--- config.mk ---
export PLATFORM = sky130hd
export DESIGN_NAME = bcc_queue
export DESIGN_NICKNAME = d
export VERILOG_FILES = /design/src/barometric_calibration_compensator_core_defines.svh /design/src/bcc_pkg.sv /design/src/bcc_queue.sv
export SDC_FILE = /design/constraint.sdc
export NUM_CORES = 1
export LEC_CHECK = 0
export BUFFER_PORTS_ARGS = -buffer_cell sky130_fd_sc_hd__buf_2
export CAP_MARGIN = 20
export CELL_PAD_IN_SITES_DETAIL_PLACEMENT = 1
export CELL_PAD_IN_SITES_GLOBAL_PLACEMENT = 2
export CORE_UTILIZATION = 45
export CTS_CLUSTER_DIAMETER = 80
export DETAILED_ROUTE_END_ITERATION = 6
export GPL_ROUTABILITY_DRIVEN = 0
export PLACE_DENSITY_LB_ADDON = 0.1
export SLEW_MARGIN = 10
export SYNTH_ARGS = -nofsm -noshare
export SYNTH_HDL_FRONTEND = slang
export SYNTH_SLANG_ARGS = --single-unit
--- constraint.sdc ---
create_clock -name aclk -period 6.61 [get_ports aclk]
set_input_delay 0.661 -clock aclk [delete_from_list [all_inputs] [get_ports aclk]]
set_output_delay 0.661 -clock aclk [all_outputs]
set_load 0.005 [all_outputs]
--- src/barometric_calibration_compensator_core_defines.svh ---
// Assertion macros shared by the barometric compensator RTL
`ifndef BAROMETRIC_CALIBRATION_COMPENSATOR_CORE_DEFINES_SVH
`define BAROMETRIC_CALIBRATION_COMPENSATOR_CORE_DEFINES_SVH

// Same-cycle implication, checked out of reset
`define BCC_ASSERT_NOW(label, clk, rst_n, ante, cons, msg) \
    label: assert property (@(posedge clk) disable iff (!(rst_n)) (ante) |-> (cons)) \
        else $error(msg);

// Next-cycle implication, checked out of reset
`define BCC_ASSERT_NEXT(label, clk, rst_n, ante, cons, msg) \
    label: assert property (@(posedge clk) disable iff (!(rst_n)) (ante) |=> (cons)) \
        else $error(msg);

`endif

--- src/bcc_pkg.sv ---
// Shared types and constants of the barometric compensator
package bcc_pkg;

    localparam int unsigned ADC_W      = 20;
    localparam int unsigned DATA_W     = 32;
    localparam int unsigned CFG_DATA_W = 64;
    localparam int unsigned CFG_ADDR_W = 3;

    // Configuration register indexes
    typedef enum logic [CFG_ADDR_W-1:0] {
        CFG_PRESSURE_MODE   = 3'd0,
        CFG_TEMP_CAL        = 3'd1,
        CFG_PRESS_CAL_LOW   = 3'd2,
        CFG_PRESS_CAL_HIGH  = 3'd3,
        CFG_PRESS_CAL_LAST  = 3'd4
    } cfg_addr_t;

    // Calibration set as seen by the datapath
    typedef struct packed {
        logic        pressure_mode;
        logic [47:0] temp_cal;
        logic [63:0] press_cal_low;
        logic [63:0] press_cal_high;
        logic [15:0] press_cal_last;
    } bcc_cal_t;

    // Item passed from the front end to the compensation pipeline
    typedef struct packed {
        logic [31:0]      d1;
        logic [31:0]      d2;
        logic [ADC_W-1:0] adc_pressure;
    } bcc_item_t;

    // Formula constants
    localparam logic [31:0] TEMP_ROUND   = 32'd128;
    localparam logic [34:0] P64_OFFSET   = 35'd128000;
    localparam logic [31:0] P32_OFFSET   = 32'd64000;
    localparam logic [31:0] P32_BIAS     = 32'd32768;
    localparam logic [63:0] P64_BIAS     = 64'h0000_8000_0000_0000;
    localparam logic [20:0] PRESS_FULL   = 21'd1048576;
    localparam logic [31:0] PRESS_SCALE  = 32'd3125;

    // Pipeline layout of the back end
    localparam int unsigned DIV_W       = 64;
    localparam int unsigned PRE_STAGES  = 13;
    localparam int unsigned POST_STAGES = 6;
    localparam int unsigned N_STAGES    = PRE_STAGES + DIV_W + POST_STAGES + 1;
    localparam int unsigned TEMP_STAGE  = 3;
    localparam int unsigned TEMP_LINE   = N_STAGES - TEMP_STAGE - 1;

endpackage

--- src/bcc_queue.sv ---
// Short item queue between the front end and the compensation pipeline
module bcc_queue #(
    parameter int unsigned DEPTH = 4
) (
    input  logic               aclk,
    input  logic               aresetn,
    input  logic               in_valid,
    output logic               in_ready,
    input  bcc_pkg::bcc_item_t in_item,
    output logic               out_valid,
    input  logic               out_ready,
    output bcc_pkg::bcc_item_t out_item
);

    localparam int unsigned PTR_W = (DEPTH > 1) ? $clog2(DEPTH) : 1;
    localparam int unsigned CNT_W = $clog2(DEPTH + 1);

    bcc_pkg::bcc_item_t mem_reg [DEPTH];
    logic [PTR_W-1:0]   wr_ptr_reg, wr_ptr_next;
    logic [PTR_W-1:0]   rd_ptr_reg, rd_ptr_next;
    logic [CNT_W-1:0]   count_reg, count_next;
    logic               push, pop;

    assign in_ready  = (count_reg != CNT_W'(DEPTH));
    assign out_valid = (count_reg != '0);
    assign push      = in_valid && in_ready;
    assign pop       = out_valid && out_ready;
    assign out_item  = mem_reg[rd_ptr_reg];

    // Pointer wrap and fill count
    always_comb begin
        wr_ptr_next = wr_ptr_reg;
        rd_ptr_next = rd_ptr_reg;
        if (push) begin
            wr_ptr_next = (wr_ptr_reg == PTR_W'(DEPTH - 1)) ? '0 : wr_ptr_reg + 1'b1;
        end
        if (pop) begin
            rd_ptr_next = (rd_ptr_reg == PTR_W'(DEPTH - 1)) ? '0 : rd_ptr_reg + 1'b1;
        end
        count_next = count_reg + CNT_W'(push) - CNT_W'(pop);
    end

    always_ff @(posedge aclk) begin
        if (!aresetn) begin
            wr_ptr_reg <= '0;
            rd_ptr_reg <= '0;
            count_reg  <= '0;
        end else begin
            wr_ptr_reg <= wr_ptr_next;
            rd_ptr_reg <= rd_ptr_next;
            count_reg  <= count_next;
        end
    end

    always_ff @(posedge aclk) begin
        if (push) begin
            mem_reg[wr_ptr_reg] <= in_item;
        end
    end

endmodule

* Word-level counts from Yosys, hierarchy flattened
Memories as Yosys holds them, arrays and structs flattened. A register that Yosys moved wholly into a read port is not among the register bits.
Cells that the tools add are included.
** Storage, ports and cells
- Output and inout bits :: 86
- Memories :: 1
- Flip-flop bits (word level) :: 7
- Logic and storage cells :: 20
- RAM bits :: 336
** Cells by class
- Add/sub/neg operators :: 4
- Muxes and demuxes :: 6
- Reduce and logical (&&, ||, !) cells :: 3
- Eq/ne operators :: 3
** Memories
- mem_reg :: depth 4, width 84, read ports 1, clocked after Yosys merged registers in 1, write ports 1, line bcc_queue.sv:18 : bcc_pkg::bcc_item_t mem_reg [DEPTH];
** Operators by type and width (count)
- 2-bit two-way mux :: 4
- 2-bit by 1-bit adder with 2-bit output, second input constant :: 2
- 2-bit == test, second input constant :: 2
- 3-bit by 1-bit adder with 3-bit output :: 1
- 3-bit inequality test, second input constant :: 1
- 3-bit nonzero test :: 1
- 3-bit by 1-bit subtractor with 3-bit output :: 1
- 1-bit logical AND :: 2
- 1-bit two-way mux :: 2

* Depth between registers and ports, before layout
- Depth in word-level cells :: 4
- Depth in mapped cells :: 12

* Least setup slack after synthesis
OpenSTA, ideal clock, no wires.
- Kind :: register to register
- From :: register count_reg[1]
- To :: register count_reg[2]
- Arrival time :: 2.277 ns
- Buffers on the path :: 1
- Cell stages (with the launch flop) :: 13
- Period minus slack after synthesis :: 2.392 ns
- Slack :: 4.218 ns
- Path through :: dfxtp_1 or3b_1 buf_6 and2_4 inv_1 ha_1 inv_1 ha_1 inv_1 fa_1 xnor2_1 xnor2_1 and2_1
** Between the ends
- Longest elaborated chain between the ends :: 4
** RTL lines
- start, declared :: line bcc_queue.sv:21 : logic [CNT_W-1:0] count_reg, count_next;
- start signal, assigned :: line bcc_queue.sv:51 : count_reg <= count_next;
- 3-bit inequality test :: line bcc_queue.sv:24 : assign in_ready = (count_reg != CNT_W'(DEPTH));
- named net in_ready :: line bcc_queue.sv:8 : output logic in_ready,
- 1-bit logical AND :: line bcc_queue.sv:26 : assign push = in_valid && in_ready;
- 3-bit by 1-bit adder with 3-bit output :: line bcc_queue.sv:40 : count_next = count_reg + CNT_W'(push) - CNT_W'(pop);
- 3-bit by 1-bit subtractor with 3-bit output :: line bcc_queue.sv:40
The timed path passes the listed nets, and every way through them passes these cells.
A chain may end at the register's enable or synchronous reset.

==> out/metrics.cfg <==
[outcome]
outcome=completed

[synth]
async_flop_share_pct=0
yosys_warnings=0
syn_area_per_cell_um2=25.7
synth_seq_cells=345
synth_area_um2=12600
yosysTopAreaCell=edfxtp_1
syn-instance-count=490
synth_edf_count=336
synth.area.top_cells=edfxtp_1 (80%), mux4_2 (15%), dfxtp_1 (1.4%)
yosysSeqAreaShare_pct=81.5
synthFlopType=edfxtp_1
synth_top_area_share_pct=80.1
synth_cell_types=24
syn_nets=586

[clocking]
insertion_delay_ns=0.51
postCtsSetupBuffers=0
cts.sinks=345
cts_hold_buf=0
cts_tree=built
cts_made_buffers=37
cts_resized=0
cts.path.max_buffers=3
htree_levels=2
cts.clk_slew.worst_paths_ns=0.06
clockRootBuffer=clkbuf_16

[detailed_routing]
drt_first_iter_violations=369
vias=5718
drc=0
drt_first_pass_iters=4
vias_per_cell=5.25
avgRoutedWirePerCell_um=22.7
wl_mm=24.7
ant_nets=0

[global_route]
grt_start_max_net_pins=69
grt_util_met1_pct=22.8
antenna_found_initial=4
grt_overflow=0
groute.usage.overall_pct=17.8
met2_usage_pct=30.0
grt_pass1_vias=6440
top_usage_layer=met2
grtUsageMet3_pct=4.76
grt_pass1_wl_mm=37.5

[sta]
slew_headroom_pct=28.8
fin_setup_tns_ns=0
rsz0062_at_grt=no
finalHoldViolCount=0
post-route-period-util_pct=50.4
tightest_slew_ns=1.07
fin_ws_ns=3.28
skew_ns=0.00780
report.final.setup_viol=0
max_freq_mhz=300
finalCriticalPeriod_ns=3.33
whs_ns=0.360
drv_slew=0

[setup_path]
startpoint_type=register
reg2reg_depth=11
required_ns=5.95
cp-end-kind=primary output
arrival_ns=2.67
critical_path_class=reg -> out
path_max_fanout=43
rr_startpoint=count_reg[1]$_SDFF_PN0_
r2r-end=count_reg[2]$_SDFF_PN0_
r2r_setup_slack_ns=4.04

[floorplan]
io-pin-count=174
die_h_um=169
start_util_pct=46.4
fp.dieArea_um2=28700
die_x_um=169
core_um2=27200
std_cell_rows=60

[worst_hold_path]
min_from=in_item[10]
min_path_type=in -> reg
hold_depth=1
min_to=mem_reg[3][10]$_DFFE_PP_

[place]
dp_slack_ns=3.76
port_buffers=173
hpwl_mm=14.4

[finish]
syn_to_final_growth_pct=19.2
largest_reg_flops=336
fillers=2385
layout.nets=785
seq_area_um2=10300
drive_above_1_share_pct=44.7
multiInputGateArea_um2=2180

[pwr]
power_leakage_nw=5.01
peakVddDrop_mv=0.224
pwr_density_cell_nw_per_um2=382

[flow_run]
maxCapViolations=0

==> layout make-up <==
class | count | area share, %
clock buffer | 52 | 6.83
sequential | 345 | 68.5
multi-input combinational | 119 | 14.5
timing repair buffer | 180 | 6.12
antenna | 4 | 0.0667
tap | 372 | 3.10
inverter | 6 | 0.150
clock inverter | 12 | 0.742
==> cells by family (layout without fill, tap and decap cells) <==
| logic type | after synthesis | after routing | synth area share [%] |
|---|---|---|---|
| DFF | 345 | 345 | 81.5 |
| xor gates and xnor gates | 2 | 2 | 0.139 |
| buffers and inverters | 26 | 250 | 1.28 |
| muxes | 85 | 85 | 15.1 |
| AOI/OAI and AO/OA | 4 | 4 | 0.179 |
| other | 0 | 4 | 0 |
| and+or+nand+nor | 20 | 20 | 0.924 |
| adders and majority gates | 8 | 8 | 0.854 |
==> worst max-delay path, cell delays in order, from the launching register on <==
cell     delay, ns
dfxtp_4       0.78
buf_4         0.68
mux4_2        0.45
buf_2         0.15
==> stage by stage <==
stage	total power, mW	cells	utilization [%]	cell area [um2]
6_report	5.74	1090	55.2	15000
5_1_grt	5.98	1086	55.2	15000
3_3_place_gp	3.86	1022	51.0	13900
3_5_place_dp	3.89	1022	51.0	13900
4_1_cts	5.83	1086	55.2	15000
2_1_floorplan	3.44	490	-	12600
==> report_power, final <==
group	switching (mW)	internal [mW]	total, mW	leakage (nW)
logic	0.535	0.541	1.08	1.31
clock network	0.772	1.16	1.93	0.551
registers	0.0748	2.66	2.73	3.15
total	1.38	4.35	5.74	5.01
==> metal layers <==
layer,up-vias,wire length (um)
li1,2496,-
met1,3025,10300
met5,-,23
met2,154,12400
met4,4,483
met3,39,1510
==> synth_stat cells (2+ instances only) <==
library cell	number
mux4_2	84
ha_1	7
inv_1	6
buf_6	7
dfxtp_1	9
nand3_1	2
o21ai_0	2
edfxtp_1	336
clkbuf_1	4
buf_2	9
nand2_1	5
and3_2	4
and2_1	2
xnor2_1	2
nor2_1	2
==> how the worst max path moves through the flow <==
stage	from	to	slack (ns)	cells after the start
6_report	register	out_item[81]	3.28	3
3_5_place_dp	register	out_item[76]	3.76	3
3_3_place_gp	register	out_item[58]	3.77	3
2_1_floorplan	count_reg[1]$_SDFF_PN0_	count_reg[2]$_SDFF_PN0_	4.22	12
5_1_grt	register	out_item[81]	3.13	3
4_1_cts	register	out_item[81]	3.21	3
==> cell usage in the layout (no fill, tap or decap), drive strengths merged <==
master | Yosys | routed
nand2 | 5 | 5
clkbuf | 4 | 52
inv | 6 | 7
buf | 16 | 180
and2 | 3 | 3
fa | 1 | 1
nor2 | 2 | 2
nand4 | 1 | 1
mux2i | 1 | 1
dfxtp | 9 | 9
diode | 0 | 4
or3 | 1 | 1
bufinv | 0 | 2
edfxtp | 336 | 336
xnor2 | 2 | 2
clkinv | 0 | 8
o31ai | 1 | 1
nand3 | 2 | 2
ha | 7 | 7
or3b | 1 | 1
nor2b | 1 | 1
o21ai | 3 | 3
clkinvlp | 0 | 1
and3 | 4 | 4
mux4 | 84 | 84
(Power assumes the default switching activity.)
