### src/barometric_calibration_compensator_core_defines.svh
// Assertion macros shared by the barometric compensator RTL
`ifndef BAROMETRIC_CALIBRATION_COMPENSATOR_CORE_DEFINES_SVH
`define BAROMETRIC_CALIBRATION_COMPENSATOR_CORE_DEFINES_SVH

// Same-cycle implication, checked out of reset
`define BCC_ASSERT_NOW(label, clk, rst_n, ante, cons, msg) \
    label: assert property (@(posedge clk) disable iff (!(rst_n)) (ante) |-> (cons)) \
        else $error(msg);

// Next-cycle implication, checked out of reset
`define BCC_ASSERT_NEXT(label, clk, rst_n, ante, cons, msg) \
    label: assert property (@(posedge clk) disable iff (!(rst_n)) (ante) |=> (cons)) \
        else $error(msg);

`endif

### src/bcc_pkg.sv
// Shared types and constants of the barometric compensator
package bcc_pkg;

    localparam int unsigned ADC_W      = 20;
    localparam int unsigned DATA_W     = 32;
    localparam int unsigned CFG_DATA_W = 64;
    localparam int unsigned CFG_ADDR_W = 3;

    // Configuration register indexes
    typedef enum logic [CFG_ADDR_W-1:0] {
        CFG_PRESSURE_MODE   = 3'd0,
        CFG_TEMP_CAL        = 3'd1,
        CFG_PRESS_CAL_LOW   = 3'd2,
        CFG_PRESS_CAL_HIGH  = 3'd3,
        CFG_PRESS_CAL_LAST  = 3'd4
    } cfg_addr_t;

    // Calibration set as seen by the datapath
    typedef struct packed {
        logic        pressure_mode;
        logic [47:0] temp_cal;
        logic [63:0] press_cal_low;
        logic [63:0] press_cal_high;
        logic [15:0] press_cal_last;
    } bcc_cal_t;

    // Item passed from the front end to the compensation pipeline
    typedef struct packed {
        logic [31:0]      d1;
        logic [31:0]      d2;
        logic [ADC_W-1:0] adc_pressure;
    } bcc_item_t;

    // Formula constants
    localparam logic [31:0] TEMP_ROUND   = 32'd128;
    localparam logic [34:0] P64_OFFSET   = 35'd128000;
    localparam logic [31:0] P32_OFFSET   = 32'd64000;
    localparam logic [31:0] P32_BIAS     = 32'd32768;
    localparam logic [63:0] P64_BIAS     = 64'h0000_8000_0000_0000;
    localparam logic [20:0] PRESS_FULL   = 21'd1048576;
    localparam logic [31:0] PRESS_SCALE  = 32'd3125;

    // Pipeline layout of the back end
    localparam int unsigned DIV_W       = 64;
    localparam int unsigned PRE_STAGES  = 13;
    localparam int unsigned POST_STAGES = 6;
    localparam int unsigned N_STAGES    = PRE_STAGES + DIV_W + POST_STAGES + 1;
    localparam int unsigned TEMP_STAGE  = 3;
    localparam int unsigned TEMP_LINE   = N_STAGES - TEMP_STAGE - 1;

endpackage

### src/bcc_front.sv
// Input stage: accepts readings and forms the temperature differences
module bcc_front (
    input  logic                        aclk,
    input  logic                        aresetn,
    input  logic                        s_valid,
    output logic                        s_ready,
    input  logic [bcc_pkg::ADC_W-1:0]   s_adc_temperature,
    input  logic [bcc_pkg::ADC_W-1:0]   s_adc_pressure,
    input  logic [15:0]                 t1,
    output logic                        out_valid,
    input  logic                        out_ready,
    output bcc_pkg::bcc_item_t          out_item
);

    logic               f_valid_reg, f_valid_next;
    bcc_pkg::bcc_item_t f_item_reg, f_item_next;
    logic               take;

    assign s_ready   = !f_valid_reg || out_ready;
    assign take      = s_valid && s_ready;
    assign out_valid = f_valid_reg;
    assign out_item  = f_item_reg;

    // Temperature differences against T1
    always_comb begin
        f_item_next.d1 = ({12'b0, s_adc_temperature} >> 3) - ({16'b0, t1} << 1);
        f_item_next.d2 = ({12'b0, s_adc_temperature} >> 4) - {16'b0, t1};
        f_item_next.adc_pressure = s_adc_pressure;
        if (take) begin
            f_valid_next = 1'b1;
        end else if (out_ready) begin
            f_valid_next = 1'b0;
        end else begin
            f_valid_next = f_valid_reg;
        end
    end

    always_ff @(posedge aclk) begin
        if (!aresetn) begin
            f_valid_reg <= 1'b0;
        end else begin
            f_valid_reg <= f_valid_next;
        end
    end

    always_ff @(posedge aclk) begin
        if (take) begin
            f_item_reg <= f_item_next;
        end
    end

endmodule

### config.mk
export PLATFORM = sky130hd
export DESIGN_NAME = bcc_front
export DESIGN_NICKNAME = d
export VERILOG_FILES = /design/src/barometric_calibration_compensator_core_defines.svh /design/src/bcc_pkg.sv /design/src/bcc_front.sv
export SDC_FILE = /design/constraint.sdc
export NUM_CORES = 1
export LEC_CHECK = 0
export BUFFER_PORTS_ARGS = -buffer_cell sky130_fd_sc_hd__buf_2
export CAP_MARGIN = 10
export CORE_AREA = 2 2 94 96
export DETAILED_ROUTE_END_ITERATION = 8
export DIE_AREA = 0 0 96 98
export RECOVER_POWER = 100
export SLEW_MARGIN = 5
export SYNTH_ARGS = -nofsm -noshare
export SYNTH_HDL_FRONTEND = slang
export SYNTH_SLANG_ARGS = --single-unit
### constraint.sdc
create_clock -name aclk -period 5.4 [get_ports aclk]
set_input_delay 1.08 -clock aclk [delete_from_list [all_inputs] [get_ports aclk]]
set_output_delay 1.08 -clock aclk [all_outputs]
set_load 0.1 [all_outputs]
-- After elaboration in Yosys (flattened, before gate mapping)
Index checks and enable logic that the tools add are counted.
W data, S select, Z words.
- add/sub/neg operators: 2
- multiplexer cells: 2
- reduce and logical (&&, ||, !) cells: 4
- operator list (operator ; count):
    $sub A17 B17 Y18 ; 1
    $sub A16 B16 Y17 ; 1
    $mux W1 ; 2
    $reduce_bool A2 Y1 ; 1
    $logic_and A1 B1 Y1 ; 1
    $logic_not A1 Y1 ; 1
    $logic_or A1 B1 Y1 ; 1
- bits in registers: 85
- bits of input ports: 60
- logic and storage cells: 12

-- Logic depth before layout (Yosys ltp)
Gate-level depths: netlist of the first run.
- word-level depth: 4
- gate-level depth with buffers: 8

-- Least setup slack after synthesis of the first run
Ideal clock, no wire load.
- path kind: input -> register
- start: in out_ready
- end: reg f_item_reg, in the netlist out_item[0] (enable)
- setup time: 399 ps
- arrival time: 2925 ps
- path slack: 2076 ps
- stages on the path: 2
- path buffers: 0
- path through: nand2b_1 -> and2_1
- longest elaborated chain between the ends: 2
- RTL lines (item ; line ; RTL):
    start, declared ; bcc_front.sv:11 ; input logic out_ready,
    $logic_or A1 B1 Y1 ; bcc_front.sv:19 ; assign s_ready = !f_valid_reg || out_ready;
    $logic_and A1 B1 Y1 ; bcc_front.sv:20 ; assign take = s_valid && s_ready;
    end signal, assigned ; bcc_front.sv:48 ; f_item_reg <= f_item_next;
    end, declared ; bcc_front.sv:16 ; bcc_pkg::bcc_item_t f_item_reg, f_item_next;
Every way passes these cells.
A chain may end at the register's enable or synchronous reset.

-- Worst setup path after layout of the first run
- start: in out_ready
- end: out s_ready
- longest elaborated chain between the ends: 1
- RTL lines (item ; line ; RTL):
    $logic_or A1 B1 Y1 ; bcc_front.sv:19 ;
    end, declared ; bcc_front.sv:6 ; output logic s_ready,
Every way passes these cells.

==> flow_metrics.env, run 1 <==
export IMPL_synth_edf_count=38
export IMPL_clock_latency_ns=0.28
export IMPL_p_comb_share_pct=50.3
export IMPL_drt_iter0_markers=43
export IMPL_r2r_start="out_valid"
export IMPL_clock_skew_ns=0.005827
export IMPL_place_gp_congestion=0.7353
export IMPL_grt_ovfl_total=0
export IMPL_final_setup_tns_ns=0
export IMPL_area_delta_synth_final_pct=19.90
export IMPL_internal_power_mw=0.5900
export IMPL_dpl_cell_area_um2=2934
export IMPL_syn_inst=217
export IMPL_core_um2=8466
export IMPL_synth_cell_area_um2=2440
export IMPL_antenna_found_initial=0
export IMPL_syn_nets=294
export IMPL_first_pass_iters=4
export IMPL_diodes=0
export IMPL_synth_most_common_cell="buf_4"
export IMPL_hp_class="reg -> reg"
export IMPL_final_layout_size_suffix_gt1_share_pct=21.56
export IMPL_power_switching_mw=0.6428
export IMPL_period_share_pct=60.09
export IMPL_drv_cap=1
export IMPL_initial_utilization_pct=28.82
export IMPL_hold_depth=2
export IMPL_rsz0062_at_grt="false"
export IMPL_synth_area_leaders="edfxtp_1 (47%), buf_4 (14%), ha_1 (8.2%)"
export IMPL_portBuffers=142
export IMPL_finalSetupViolations=0
export IMPL_max_freq_mhz=308.2
export IMPL_slew_headroom_pct=-55.25
export IMPL_p_sw_share_pct=52.14
export IMPL_endpoint_kind="primary output"
export IMPL_r2r_end="out_item[9]"
export IMPL_reg2reg_depth=2
export IMPL_arrival_ns=2.16
export IMPL_design_area_um2=2925
export IMPL_fin_crit_ns=3.245
export IMPL_status="finished, violations left"
export IMPL_dieArea_um2=9408
export IMPL_ant_nets=0
export IMPL_post_cts_resized=0
export IMPL_post_cts_setup_buffers=0
export IMPL_ys_seq_area_share_pct=47.59
export IMPL_cts_tree="done"
export IMPL_cp_max_fo=3
export IMPL_pwr_density_cell_nw_per_um2=421.4
export IMPL_crit_required_ns=4.32
export IMPL_yosysTopAreaCell="edfxtp_1"
export IMPL_drv_slew=39
export IMPL_tightest_slew_ns=2.327
export IMPL_grt_pass1_vias=1641
export IMPL_fillers=916
export IMPL_critPathKind="in -> out"
export IMPL_synth_ff_type="edfxtp_1"
export IMPL_leakage_nw=1.235
export IMPL_peakVddDrop_mv=0.1454
export IMPL_cts_buffers=5
export IMPL_vias_per_cell=4.262
export IMPL_synth_commonest_cells="buf_4 (47), edfxtp_1 (38), inv_1 (25), ha_1 (16), xnor2_1 (10)"
export IMPL_num_nets_final=396
export IMPL_rrSetupSlack_ns=2.83
export IMPL_multi_input_area_um2=825.8
export IMPL_worstHoldEndpoint="out_valid"
export IMPL_drc=0
export IMPL_regArea_um2=1161
export IMPL_clock_path_buffers=2
export IMPL_cts_hold_buf=0
export IMPL_clkPwrFrac_pct=18.5
export IMPL_seqPwrFrac_pct=31.2
export IMPL_clock_sinks=39
export IMPL_rows=34
export IMPL_grt_max_degree=39
export IMPL_async_flop_share_pct=0
export IMPL_die_h_um=98
export IMPL_vias=1824
export IMPL_wire_per_inst_um=12.20
export IMPL_synth_avg_cell_area_um2=11.24
export IMPL_die_w_um=96
export IMPL_htreeDepth=2
export IMPL_grt_total_usage_pct=10.42
export IMPL_yosys_area_top_type_share_pct=46.77
export IMPL_min_from="out_valid"
export IMPL_dp_hpwl_um=4292
export IMPL_path_clk_slew_ns=0.07
export IMPL_io_pin_count=146
export IMPL_grt_pass1_wl_um=7645
export IMPL_hold_violations=0
export IMPL_yosys_cell_types_count=47
export IMPL_cts_root_buffer="clkbuf_8"
export IMPL_violations="capacitance limit, slew limit"
export IMPL_cp_start_kind="input port"
export IMPL_holdWs_ns=0.5606
export IMPL_synth_seq_cells=39
export IMPL_yosysWarningCount=0
export IMPL_drt_wl_total_um=5221
export IMPL_power_total_mw=1.233
-- worst max path at each step --
stage	startpoint	endpoint
detailed placement	s_adc_temperature[4]	out_item[82]
CTS	s_adc_temperature[4]	out_item[82]
floorplan	out_ready	out_item[0]
finish	out_ready	s_ready
global route	out_ready	out_item[66]
global placement	s_adc_temperature[4]	out_item[82]
-- critical path: stages --
cell and delay (ns):
buf_2 0.07, nand2b_1 0.12, clkbuf_1 0.88
-- through the flow --
stage	util, %	cells	setup slack [ns]
2_1_floorplan	-	217	2.076
3_3_place_gp	34.66	420	2.029
3_5_place_dp	34.66	420	1.982
4_1_cts	35.93	428	2.296
5_1_grt	34.56	428	1.979
6_report	34.56	428	2.155
-- area by class of cell --
class | count | share of cell area [%]
clock buffer | 5 | 2.352
clock inverter | 3 | 1.326
inverter | 25 | 3.208
multi-input combinational | 106 | 28.23
sequential | 39 | 39.69
tap | 108 | 4.619
timing repair buffer | 142 | 20.57
-- registers in the layout (all words and copies together), names as in the netlist --
register	count
out_item	38
out_valid	1
-- cell families (layout without fill, tap and decap cells) --
family          count (synthesis)  count (layout)  share of synthesized area, %
fa+ha+maj                      17              17                         9.026
compound gates                 39              39                         12.72
buf+inv                        72             175                         18.31
simple gates                   39              39                         8.411
xor+xnor                       11              11                         3.949
flops                          39              39                         47.59
-- layer usage --
| layer | track usage (%) | vias to the layer above | routed length, um |
|---|---|---|---|
| met1 | 12.35 | 827 | 2211 |
| met2 | 18.27 | 69 | 2604 |
| met3 | 2.238 | 5 | 331 |
| li1 | - | 923 | - |
| met4 | 3.626 | 0 | 74 |
| met5 | 0 | - | 0 |
-- cell usage in the layout, fill, tap and decap left out, types with 2 or more instances in the layout --
cell,netlist,routed
edfxtp_1,38,38
nand3_1,4,4
a21boi_0,1,2
inv_1,25,25
buf_2,0,55
nor2b_1,3,3
nor3_1,3,3
nor3b_1,2,2
a221oi_1,2,2
o2111ai_1,1,2
a21o_1,5,5
a21oi_1,7,7
a31oi_1,2,2
clkbuf_8,0,5
nor2_1,8,8
o21a_1,4,4
nand2_1,8,8
clkbuf_1,0,87
ha_1,16,16
xnor2_1,10,10
or4_1,2,2
-- power groups by stage --
stage / Combinational [mW] / Sequential [mW] / Clock, mW
2_1_floorplan: 0.403 / 0.575 / 0
3_3_place_gp: 0.637 / 0.388 / 0
3_5_place_dp: 0.639 / 0.390 / 0
4_1_cts: 0.640 / 0.383 / 0.239
5_1_grt: 0.644 / 0.390 / 0.248
6_report: 0.620 / 0.385 / 0.228
Power figures use the tool's default switching activity.
==> run 2, diff against run 1 <==
--- a/config.mk
+++ b/config.mk
@@ -5,11 +5,12 @@
 export SDC_FILE = /design/constraint.sdc
 export NUM_CORES = 1
 export LEC_CHECK = 0
+export ABC_AREA = 1
 export BUFFER_PORTS_ARGS = -buffer_cell sky130_fd_sc_hd__buf_2
 export CAP_MARGIN = 10
-export CORE_AREA = 2 2 94 96
+export CORE_AREA = 2 2 96 98
 export DETAILED_ROUTE_END_ITERATION = 8
-export DIE_AREA = 0 0 96 98
+export DIE_AREA = 0 0 98 100
 export RECOVER_POWER = 100
 export SLEW_MARGIN = 5
 export SYNTH_ARGS = -nofsm -noshare
==> constraint.sdc (replaced) <==
create_clock -name aclk -period 3 [get_ports aclk]
set_input_delay 0.6 -clock aclk [delete_from_list [all_inputs] [get_ports aclk]]
set_output_delay 0.6 -clock aclk [all_outputs]
set_load 0.1 [all_outputs]
==> flow_metrics.env, run 2 <==
export IMPL_status="finished, violations left"
export IMPL_violations="capacitance limit, slew limit"
export IMPL_synth_seq_cells=39
export IMPL_io_pin_count=146
export IMPL_area_delta_synth_final_pct=21.58
export IMPL_path_clk_slew_ns=0.08
export IMPL_htreeDepth=2
export IMPL_synth_top_family_by_area="buffers and inverters"
export IMPL_diodes=0
export IMPL_ys_seq_area_share_pct=44.90
export IMPL_synth_area_mux_share_pct=0
export IMPL_crit_required_ns=2.87
export IMPL_p_comb_share_pct=50.0
export IMPL_syn_nets=376
export IMPL_grt_pass1_wl_um=8487
export IMPL_core_um2=8890
export IMPL_antenna_found_initial=0
export IMPL_synth_avg_cell_area_um2=8.650
export IMPL_portBuffers=142
export IMPL_largest_reg_flops=38
export IMPL_synth_ff_type="edfxtp_1"
export IMPL_drc=0
export IMPL_slew_headroom_pct=-30.47
export IMPL_vias_per_cell=3.983
export IMPL_clock_sinks=39
export IMPL_pwr_density_cell_nw_per_um2=708.2
export IMPL_num_nets_final=480
export IMPL_yosys_area_top_type_share_pct=44.12
export IMPL_drv_slew=39
export IMPL_power_switching_mw=1.170
export IMPL_hp_class="in -> reg"
export IMPL_critPathTopFamily="buffers and inverters"
export IMPL_wire_per_inst_um=10.43
export IMPL_synthAdderAreaFrac_pct=8.515
export IMPL_async_flop_share_pct=0
export IMPL_post_cts_setup_buffers=0
export IMPL_yosys_cell_types_count=22
export IMPL_cpMaxStageDelayCell="clkbuf_1"
export IMPL_place_gp_congestion=0.8051
export IMPL_drt_iter0_markers=71
export IMPL_most_common_layout_cells="buf_2 (87), nand2_1 (80), inv_1 (57), clkbuf_1 (56), edfxtp_1 (38)"
export IMPL_hold_violations=0
export IMPL_peakVddDrop_mv=0.2138
export IMPL_first_pass_iters=4
export IMPL_grt_ovfl_total=0
export IMPL_clock_latency_ns=0.28
export IMPL_rsz0062_at_grt="false"
export IMPL_cts_hold_buf=0
export IMPL_internal_power_mw=1.057
export IMPL_finalSetupViolations=0
export IMPL_synthXorXnorAreaFrac_pct=2.371
export IMPL_synth_compound_area_share_pct=2.903
export IMPL_yosysWarningCount=0
export IMPL_fillers=956
export IMPL_post_route_util_pct=35.37
export IMPL_mostFrequentLayoutCell="buf_2"
export IMPL_max_stage_delay_ns=1.41
export IMPL_clock_skew_ns=0.006286
export IMPL_cp_start_kind="input port"
export IMPL_cts_root_buffer="clkbuf_8"
export IMPL_grt_pass1_vias=1902
export IMPL_regArea_um2=1161
export IMPL_synth_most_common_cell="nand2_1"
export IMPL_synth_cell_area_um2=2586
export IMPL_rows=35
export IMPL_syn_inst=299
export IMPL_clock_path_buffers=2
export IMPL_cp_max_fo=38
export IMPL_arrival_ns=2.28
export IMPL_vias=2051
export IMPL_grt_max_degree=39
export IMPL_cts_tree="done"
export IMPL_drt_wl_total_um=5373
export IMPL_max_freq_mhz=415.5
export IMPL_dp_hpwl_um=4462
export IMPL_p_sw_share_pct=52.54
export IMPL_synth_edf_count=38
export IMPL_multi_input_area_um2=857.1
export IMPL_dieArea_um2=9800
export IMPL_synth_commonest_cells="nand2_1 (78), inv_1 (57), buf_4 (46), edfxtp_1 (38), ha_1 (16)"
export IMPL_critPathKind="in -> reg"
export IMPL_synth_area_leaders="edfxtp_1 (44%), buf_4 (13%), nand2_1 (11%)"
export IMPL_path_cells="buf_2 > inv_1 > a21oi_4 > clkbuf_1"
export IMPL_cts_buffers=5
export IMPL_final_layout_size_suffix_gt1_share_pct=26.49
export IMPL_clkPwrFrac_pct=19.1
export IMPL_yosysTopAreaCell="edfxtp_1"
export IMPL_die_h_um=100
export IMPL_grt_total_usage_pct=10.79
export IMPL_fin_crit_ns=2.407
export IMPL_drv_cap=1
export IMPL_die_w_um=98
export IMPL_design_area_um2=3144
export IMPL_initial_utilization_pct=29.09
export IMPL_ant_nets=0
export IMPL_post_cts_resized=0
export IMPL_endpoint_kind="flip-flop"
export IMPL_leakage_nw=1.620
export IMPL_seqPwrFrac_pct=30.9
export IMPL_tightest_slew_ns=1.957
export IMPL_cp_num_buf_inv=3
export IMPL_synth_simple_gate_area_share_pct=19.11
export IMPL_dpl_cell_area_um2=3109
export IMPL_final_setup_tns_ns=0
export IMPL_period_share_pct=80.22
==> run 2: cell types whose count changed after synthesis, sizes merged, moves of 4 or more <==
cell / change
nand2: +77
inv: +35
nand3: +9
xnor2: -8
a21o: -6
xor2: +4
==> run 2: metrics by stage <==
stage	hold slack [ns]	instances	power [mW]	worst slack, ns
after floorplan	0.6989	299	1.743	0.5631
after global placement	0.5282	507	1.831	0.8684
after detailed placement	0.5432	507	1.839	0.7920
after CTS	0.4704	515	2.272	0.7908
after global routing	0.4601	515	2.327	0.3593
final	0.4848	515	2.227	0.5933
==> run 2: kinds of logic after synthesis <==
group           count (synthesis)
simple gates                  115
buf+inv                       107
flops                          39
fa+ha+maj                      17
compound gates                 14
xor+xnor                        7
==> run 2: worst register-to-register path: cells and delay by family, from the launching register on <==
family / cells / cell delay (ns)
buffers and inverters: 1 / 1.41
flip-flops: 1 / 0.35
AO/OA/AOI/OAI: 1 / 0.14
==> run 2: layout make-up <==
cell class | instances | area share (%)
clock buffer | 5 | 2.189
multi-input combinational | 153 | 27.26
clock inverter | 3 | 1.393
timing repair buffer | 143 | 20.53
inverter | 61 | 7.282
tap | 111 | 4.417
sequential | 39 | 36.93
==> run 2: path summary, 6_finish.rpt <==
path,from,endpoint,slack (ns),cells past startpoint
max,out_ready,out_item[68],0.59,4
min,s_adc_pressure[6],out_item[6],0.48,1
max reg2reg,out_valid,out_item[68],0.67,2
min reg2reg,out_valid,out_valid,0.55,2
==> run 2: routing by layer <==
metal	global-route usage [%]	share of wire (%)
met5	0	0
met4	4.594	1.6
met3	2.159	5.8
met2	18.60	49
met1	13.19	44
==> run 2: power by group through the flow <==
stage / registers [mW] / logic, mW / clock network, mW
3_5_place_dp: 0.699 / 1.14 / 0
6_report: 0.689 / 1.11 / 0.424
3_3_place_gp: 0.697 / 1.13 / 0
2_1_floorplan: 1.02 / 0.722 / 0
4_1_cts: 0.687 / 1.14 / 0.444
5_1_grt: 0.696 / 1.17 / 0.464
